[src/hdl/sclfu_pkg.sv]
// Shared constants, codes and types of the sector cache LFU policy core.
// Used by the cell module and by the top level; depends on nothing.
package sclfu_pkg;

  localparam int NUM_ENTRIES = 8;
  localparam int COUNT_BITS  = 8;
  localparam int ENTRY_BITS  = (NUM_ENTRIES > 1) ? $clog2(NUM_ENTRIES) : 1;
  localparam int SECTOR_BITS = 32;
  localparam int STATUS_BITS = 2;
  localparam int ENTRY_FIELD_BITS = 3;
  localparam int OUT_DATA_BITS = 8;

  localparam logic OP_LOOKUP = 1'b0;
  localparam logic OP_ALLOC  = 1'b1;

  localparam logic [STATUS_BITS-1:0] ST_HIT   = 2'd0;
  localparam logic [STATUS_BITS-1:0] ST_MISS  = 2'd1;
  localparam logic [STATUS_BITS-1:0] ST_ALLOC = 2'd2;

  typedef logic [ENTRY_BITS-1:0] entry_idx_t;
  typedef logic [COUNT_BITS-1:0] count_t;
  typedef logic [COUNT_BITS:0]   best_count_t;

  // Search record handed from cell to cell.
  typedef struct packed {
    logic                   op;
    logic [SECTOR_BITS-1:0] sector;
    logic                   fin;
    logic                   found;
    entry_idx_t             idx;
    best_count_t            best_cnt;
  } carry_t;

  // State update broadcast to all cells when a completed item hits or allocates.
  typedef struct packed {
    logic                   we;
    logic                   alloc;
    entry_idx_t             idx;
    logic [SECTOR_BITS-1:0] sector;
  } upd_t;

endpackage

[src/hdl/sclfu_cell.sv]
// One cache entry cell: holds tag, valid bit and read count, and extends
// the search record passed along the chain. Depends on sclfu_pkg.
module sclfu_cell import sclfu_pkg::*; (
  input  logic       clk,
  input  logic       rst_n,
  input  entry_idx_t cell_idx,
  input  logic       carry_vld_i,
  input  carry_t     carry_i,
  input  logic       hold,
  input  upd_t       upd,
  output logic       carry_vld_r,
  output carry_t     carry_r,
  output logic       valid_o
);

  logic [SECTOR_BITS-1:0] tag_r;
  logic                   valid_r;
  count_t                 count_r;
  carry_t                 carry_nxt;
  logic                   sel;

  always_comb begin
    carry_nxt = carry_i;
    if (carry_i.op == OP_LOOKUP) begin
      if (!carry_i.found && valid_r && (tag_r == carry_i.sector)) begin
        carry_nxt.found = 1'b1;
        carry_nxt.idx   = cell_idx;
      end
    end else begin
      if ({1'b0, count_r} < carry_i.best_cnt) begin
        carry_nxt.best_cnt = {1'b0, count_r};
        carry_nxt.idx      = cell_idx;
      end
    end
  end

  assign sel = upd.we && (upd.idx == cell_idx);

  always_ff @(posedge clk) begin
    if (!rst_n) begin
      valid_r     <= 1'b0;
      count_r     <= '0;
      carry_vld_r <= 1'b0;
    end else begin
      carry_vld_r <= carry_vld_i | (carry_vld_r & hold);
      if (sel) begin
        if (upd.alloc) begin
          valid_r <= 1'b1;
          count_r <= count_t'(1);
        end else if (count_r != {COUNT_BITS{1'b1}}) begin
          count_r <= count_r + count_t'(1);
        end
      end
    end
  end

  always_ff @(posedge clk) begin
    if (sel && upd.alloc) begin
      tag_r <= upd.sector;
    end
    if (carry_vld_i) begin
      carry_r <= carry_nxt;
    end
  end

  assign valid_o = valid_r;

endmodule

[src/hdl/sector_cache_lfu_policy_core.sv]
// The search record walks the cell chain one entry per cycle, waiting at the
// last cell while a result at the output is not taken, and only one item is
// in flight, so a new input item is accepted only once the last one is done.
// A result waiting at the output does not block the next input item.
// Reset (rst_n low, synchronous) invalidates all entries and clears counts.
// Depends on sclfu_pkg and sclfu_cell.
module sector_cache_lfu_policy_core import sclfu_pkg::*; (
  input  logic                     clk,
  input  logic                     rst_n,
  input  logic                     in_tvalid,
  output logic                     in_tready,
  input  logic [SECTOR_BITS-1:0]   in_tdata,   // [31:0] sector
  input  logic                     in_tuser,   // [0] op
  input  logic                     in_tlast,
  output logic                     out_tvalid,
  input  logic                     out_tready,
  output logic [OUT_DATA_BITS-1:0] out_tdata,  // [2:0] entry, [7:3] zero
  output logic [STATUS_BITS-1:0]   out_tuser,  // [1:0] status
  output logic                     out_tlast
);

  logic   busy_r;
  logic   in_acc;
  logic   take;
  carry_t head;
  upd_t   upd;

  logic   [NUM_ENTRIES-1:0] vld_vec;
  logic   [NUM_ENTRIES-1:0] valid_vec;
  carry_t                   carry_vec [NUM_ENTRIES];

  logic                         out_valid_r;
  logic [ENTRY_FIELD_BITS-1:0]  out_entry_r;
  logic [STATUS_BITS-1:0]       out_status_r;
  logic                         out_last_r;
  logic [ENTRY_FIELD_BITS-1:0]  res_entry;
  logic [STATUS_BITS-1:0]       res_status;
  carry_t                       tail;

  assign in_tready = !busy_r;
  assign in_acc    = in_tvalid && in_tready;

  always_comb begin
    head.op       = in_tuser;
    head.sector   = in_tdata;
    head.fin      = in_tlast;
    head.found    = 1'b0;
    head.idx      = '0;
    head.best_cnt = {1'b1, {COUNT_BITS{1'b0}}};
  end

  assign tail = carry_vec[NUM_ENTRIES-1];
  assign take = vld_vec[NUM_ENTRIES-1] && (!out_valid_r || out_tready);

  always_comb begin
    upd.we     = take && ((tail.op == OP_ALLOC) || tail.found);
    upd.alloc  = (tail.op == OP_ALLOC);
    upd.idx    = tail.idx;
    upd.sector = tail.sector;
  end

  for (genvar i = 0; i < NUM_ENTRIES; i++) begin : g_cell
    logic   cvld;
    carry_t cin;
    logic   chold;
    if (i == 0) begin : g_first
      assign cvld = in_acc;
      assign cin  = head;
    end else begin : g_next
      assign cvld = vld_vec[i-1];
      assign cin  = carry_vec[i-1];
    end
    assign chold = (i == NUM_ENTRIES - 1) ? !take : 1'b0;

    sclfu_cell u_cell (
      .clk         (clk),
      .rst_n       (rst_n),
      .cell_idx    (ENTRY_BITS'(i)),
      .carry_vld_i (cvld),
      .carry_i     (cin),
      .hold        (chold),
      .upd         (upd),
      .carry_vld_r (vld_vec[i]),
      .carry_r     (carry_vec[i]),
      .valid_o     (valid_vec[i])
    );
  end

  always_comb begin
    if (tail.op == OP_ALLOC) begin
      res_status = ST_ALLOC;
      res_entry  = ENTRY_FIELD_BITS'(tail.idx);
    end else if (tail.found) begin
      res_status = ST_HIT;
      res_entry  = ENTRY_FIELD_BITS'(tail.idx);
    end else begin
      res_status = ST_MISS;
      res_entry  = '0;
    end
  end

  always_ff @(posedge clk) begin
    if (!rst_n) begin
      busy_r      <= 1'b0;
      out_valid_r <= 1'b0;
    end else begin
      if (in_acc) begin
        busy_r <= 1'b1;
      end else if (take) begin
        busy_r <= 1'b0;
      end
      if (take) begin
        out_valid_r <= 1'b1;
      end else if (out_tready) begin
        out_valid_r <= 1'b0;
      end
    end
  end

  always_ff @(posedge clk) begin
    if (take) begin
      out_entry_r  <= res_entry;
      out_status_r <= res_status;
      out_last_r   <= tail.fin;
    end
  end

  assign out_tvalid = out_valid_r;
  assign out_tdata  = {{(OUT_DATA_BITS-ENTRY_FIELD_BITS){1'b0}}, out_entry_r};
  assign out_tuser  = out_status_r;
  assign out_tlast  = out_last_r;

  a_single_item: assert property (@(posedge clk) disable iff (!rst_n)
    $onehot0(vld_vec))
    else $error("more than one item in the cell chain");

  a_busy_tracks_chain: assert property (@(posedge clk) disable iff (!rst_n)
    busy_r == (|vld_vec))
    else $error("busy flag disagrees with the cell chain");

  a_take_gives_result: assert property (@(posedge clk) disable iff (!rst_n)
    take |=> out_tvalid)
    else $error("completed item did not reach the output");

  a_alloc_sets_valid: assert property (@(posedge clk) disable iff (!rst_n)
    (take && (tail.op == OP_ALLOC)) |=> valid_vec[$past(tail.idx)])
    else $error("allocated entry is not valid");

endmodule
[config.mk]
export PLATFORM = sky130hd
export DESIGN_NAME = sector_cache_lfu_policy_core
export DESIGN_NICKNAME = d
export VERILOG_FILES = /design/src/hdl/sclfu_pkg.sv /design/src/hdl/sclfu_cell.sv /design/src/hdl/sector_cache_lfu_policy_core.sv
export SDC_FILE = /design/constraint.sdc
export NUM_CORES = 1
export LEC_CHECK = 0
export BUFFER_PORTS_ARGS = -buffer_cell sky130_fd_sc_hd__buf_2
export CORE_UTILIZATION = 60
export CTS_BUF_LIST = sky130_fd_sc_hd__clkbuf_4
export DETAILED_ROUTE_END_ITERATION = 10
export GPL_TIMING_DRIVEN = 0
export PLACE_DENSITY = 0.88
export RECOVER_POWER = 25
export REMOVE_ABC_BUFFERS = 1
export SLEW_MARGIN = 40
export SYNTH_ARGS = -nofsm -noshare
export SYNTH_HDL_FRONTEND = slang
export SYNTH_SLANG_ARGS = --single-unit
[constraint.sdc]
create_clock -name clk -period 9.6 [get_ports clk]
set_input_delay 0.48 -clock clk [delete_from_list [all_inputs] [get_ports clk]]
set_output_delay 0.48 -clock clk [all_outputs]
set_load 0.005 [all_outputs]
==> impl_summary.log <==
[metrics] status: completed
[metrics] Fmax achieved: 0.295 GHz
[metrics] core box area: 0.0455 mm2
[metrics] capture point of the worst reg-to-reg path: g_cell[5].u_cell.tag_r[2]
[metrics] most frequent cells after synthesis: 622 x sky130_fd_sc_hd__edfxtp_1, 216 x sky130_fd_sc_hd__xnor2_1, 82 x sky130_fd_sc_hd__dfxtp_1
[metrics] setup repair after global routing missed its margin: no
[metrics] clock root buffer master: sky130_fd_sc_hd__clkbuf_4
[metrics] count of antenna-violating nets left after detailed routing: 0
[metrics] final layout net count: 2090
[metrics] share of final-layout standard cells stronger than drive strength 1: 18.4%
[metrics] proportion of synthesized chip area in sequential cells: 73.3%
[metrics] Worst Max-Slew Pin Slew: 1.21 ns
[metrics] antenna violations before repair: 2
[metrics] DP HPWL: 39500 um
[metrics] Starting DRT DRC Count: 1988
[metrics] Critical path buffers and inverters: 7
[metrics] maximum vdd ir drop: 159 uV
[metrics] worst hold-check path type: in2reg
[metrics] Rel. slew slack: 19.5%
[metrics] final setup skew: 0.0653 ns
[metrics] cells after synthesis: 1741
[metrics] depth of the worst register-to-register path: 9
[metrics] Lkg Pwr: 10.7 nW
[metrics] Crit-path slowest cell: sky130_fd_sc_hd__edfxtp_1
[metrics] total clock sinks: 704
[metrics] R2R Path Start: g_cell[7].u_cell.carry_r[46]
[metrics] synthesized cell area: 0.0277 mm2
[metrics] maximum clock insertion buffer count: 3
[metrics] Place WS: 6.30 ns
[metrics] first-pass iteration count of the detailed router: 6
[metrics] final-layout setup total negative slack: 0 ns
[metrics] wire length of the first global-routing pass: 102000 um
[metrics] # hold bufs at CTS: 35
[metrics] final hold vios: 0
[metrics] TritonCTS buffer count: 165
[metrics] Clock power frac: 42.5%
[metrics] YS warnings: 0
[metrics] number of buffers inserted by port buffering: 45
[metrics] Critical Path End: g_cell[5].u_cell.tag_r[2]
[metrics] DRC: 0
[metrics] fraction of power spent switching nets: 22.4%
[metrics] die footprint: 0.0471 mm2
[metrics] flip-flop and latch count after synthesis: 704
[metrics] source-to-sink clock delay at the later pin of the worst-skew pair: 0.92 ns
[metrics] placement row count: 78
[metrics] total area of multi-input combinational cells: 0.00712 mm2
[metrics] Worst Path Max Fanout: 15
[metrics] internal power component: 4.67 mW
[metrics] cell type contributing the most total cell area after synthesis: sky130_fd_sc_hd__edfxtp_1
[metrics] Top cell by count, worst path: sky130_fd_sc_hd__buf_2
[metrics] total track usage: 29.3%
[metrics] Critical Path Max Stage Delay: 0.68 ns
[metrics] data required time at the worst endpoint: 10.19 ns
[metrics] Worst EP arrival: 3.98 ns
[metrics] ys async rst share: 0%
[metrics] type of destination of the critical path: register
[metrics] clock transition at the registers of the reported paths: 0.06 ns
[metrics] via count of the first global-routing pass: 17600
[metrics] Design Power: 6.01 mW
[metrics] final setup vio count: 0
[metrics] clock tree from TritonCTS: built
[metrics] depth of the CTS H-tree: 4
[metrics] fraction of power consumed by sequential logic: 55.9%
[metrics] leading register cell type out of synthesis: sky130_fd_sc_hd__edfxtp_1
[metrics] final worst hold slack: 0.183 ns
[metrics] fill count: 2577
[metrics] category of the most critical setup path: reg2reg
[metrics] FF+latch area: 0.0203 mm2
[metrics] Final WS setup: 6.21 ns
[metrics] cells resized by post-CTS repair: 0
[metrics] combinational share of power: 1.6%
[metrics] area delta synth->final: 13.7%
[metrics] number of primary I/O pins: 51
[metrics] mean area per synthesized cell: 15.9 um2
[metrics] Worst setup SP type: register
[metrics] cells along the critical path: buf_8 -> nand2_1 -> nor4_2 -> buf_2 -> buf_2 -> buf_2 -> buf_2 -> buf_2 -> buf_2
[metrics] chip height: 217 um
[metrics] total vias in the final route: 16900
[metrics] worst setup slack for register-to-register paths: 6.21 ns
[metrics] horizontal die dimension: 217 um
[metrics] share of the core filled with cells in the final layout: 69.3%
[metrics] GRT Residual Overflow: 0
[metrics] Post-synth EDFFs: 622
[metrics] WP depth: 9
[metrics] post-CTS setup buffers: 0
[metrics] final WL: 67800 um
[metrics] most used standard cell by instance count after synthesis: sky130_fd_sc_hd__edfxtp_1
[metrics] gate family responsible for the most delay along the worst path: buffers and inverters
[metrics] MaxCap Viol Count: 0
[metrics] Critical Path Start: g_cell[7].u_cell.carry_r[46]
[metrics] pin count of the biggest net entering global routing: 57
[metrics] global placement routability congestion: 0.837
[metrics] number of unique standard cell types used by synthesis: 60
[metrics] Final Critical Period: 3.39 ns
[metrics] initial standard-cell utilization of the core: 60.9%
[metrics] portion of synthesized cell area occupied by the leading cell type: 67.4%
[metrics] power density over cell area: 191 mW/mm2
[metrics] largest cells by area after synthesis: sky130_fd_sc_hd__edfxtp_1 67%, sky130_fd_sc_hd__xnor2_1 6.8%, sky130_fd_sc_hd__dfxtp_1 5.9%
[metrics] Period Utilization, post-route: 35.3%
[metrics] wire length per cell: 24.8 um
[metrics] Via-to-Cell Ratio: 6.17
[metrics] switching power summed over all nets: 1.34 mW
[metrics] final number of max-transition violations: 0
==> metrics by stage <==
step	instances	area (um2)
after floorplan	1711	27600
after global placement	2356	28500
after detailed placement	2393	29000
after CTS	2736	31600
after global routing	2737	31500
final	2738	31500
==> final cells by class <==
| type | count | share of cell area [%] |
|---|---|---|
| clock inverter | 53 | 0.956 |
| multi-input combinational | 948 | 22.6 |
| tap | 600 | 2.38 |
| sequential | 704 | 64.5 |
| inverter | 59 | 0.702 |
| antenna | 2 | 0.0159 |
| clock buffer | 255 | 6.07 |
| timing repair buffer | 117 | 2.76 |
==> metal layers <==
layer,track usage [%],routed length [um]
met1,34.0,23200
met5,0,0
met4,16.5,3210
met3,5.44,6200
met2,51.3,35100
==> sequential cells by signal, summed over array words and instances (netlist names) <==
register	count
out_tlast	1
out_tvalid	1
g_cell.u_cell.carry_r	360
g_cell.u_cell.count_r	64
busy_r	1
g_cell.u_cell.valid_o	8
g_cell.u_cell.carry_vld_r	8
out_entry_r	3
out_tuser	2
g_cell.u_cell.tag_r	256
==> logic make-up after synthesis <==
| family | share of synthesized area [%] |
|---|---|
| muxes | 2.01 |
| adders and majority gates | 2.57 |
| AOI/OAI and AO/OA | 3.16 |
| other | 0.0135 |
| buffers and inverters | 1.39 |
| xor gates and xnor gates | 8.85 |
| DFF | 73.3 |
| and+or+nand+nor | 8.70 |
==> tightest hold or removal path, delay by kind of cell <==
kind | cells | cell delay [ns]
buffers and inverters | 1 | 0.33
and+or+nand+nor | 2 | 0.17
==> worst min-delay path by stage <==
stage,start,to,slack [ns],cells after the start
2_1_floorplan,g_cell[0].u_cell.carry_r[13],g_cell[1].u_cell.carry_r[13],0.40,0
3_3_place_gp,g_cell[7].u_cell.carry_r[13],out_tlast,0.41,0
3_5_place_dp,g_cell[7].u_cell.carry_r[13],out_tlast,0.41,0
4_1_cts,rst_n,g_cell[4].u_cell.count_r[6],0.08,3
5_1_grt,out_tready,out_tvalid,0.17,5
6_report,rst_n,g_cell[4].u_cell.count_r[6],0.18,3
==> cell usage in the layout (no fill, tap or decap), types with 32 or more instances in the layout <==
cell type,count
sky130_fd_sc_hd__inv_1,58
sky130_fd_sc_hd__clkbuf_4,255
sky130_fd_sc_hd__xnor2_1,216
sky130_fd_sc_hd__clkinv_1,37
sky130_fd_sc_hd__xor2_1,64
sky130_fd_sc_hd__buf_2,34
sky130_fd_sc_hd__nand3_1,41
sky130_fd_sc_hd__clkbuf_1,34
sky130_fd_sc_hd__nor2_1,73
sky130_fd_sc_hd__o21ai_0,32
sky130_fd_sc_hd__dlygate4sd3_1,35
sky130_fd_sc_hd__dfxtp_1,76
sky130_fd_sc_hd__nand2b_1,33
sky130_fd_sc_hd__nand2_1,42
sky130_fd_sc_hd__edfxtp_1,622
sky130_fd_sc_hd__mux2_2,46
sky130_fd_sc_hd__nand4_1,62
sky130_fd_sc_hd__ha_1,57
==> power by group through the flow <==
stage          Clock (mW)  Sequential [mW]  Combinational (mW)
5_1_grt              2.71             3.36               0.100
4_1_cts              2.53             3.36              0.0928
2_1_floorplan           0             3.41              0.0418
3_3_place_gp            0             3.42              0.0693
3_5_place_dp            0             3.42              0.0779
6_report             2.55             3.36              0.0964
No activity file was read; power rests on OpenSTA's default activity.
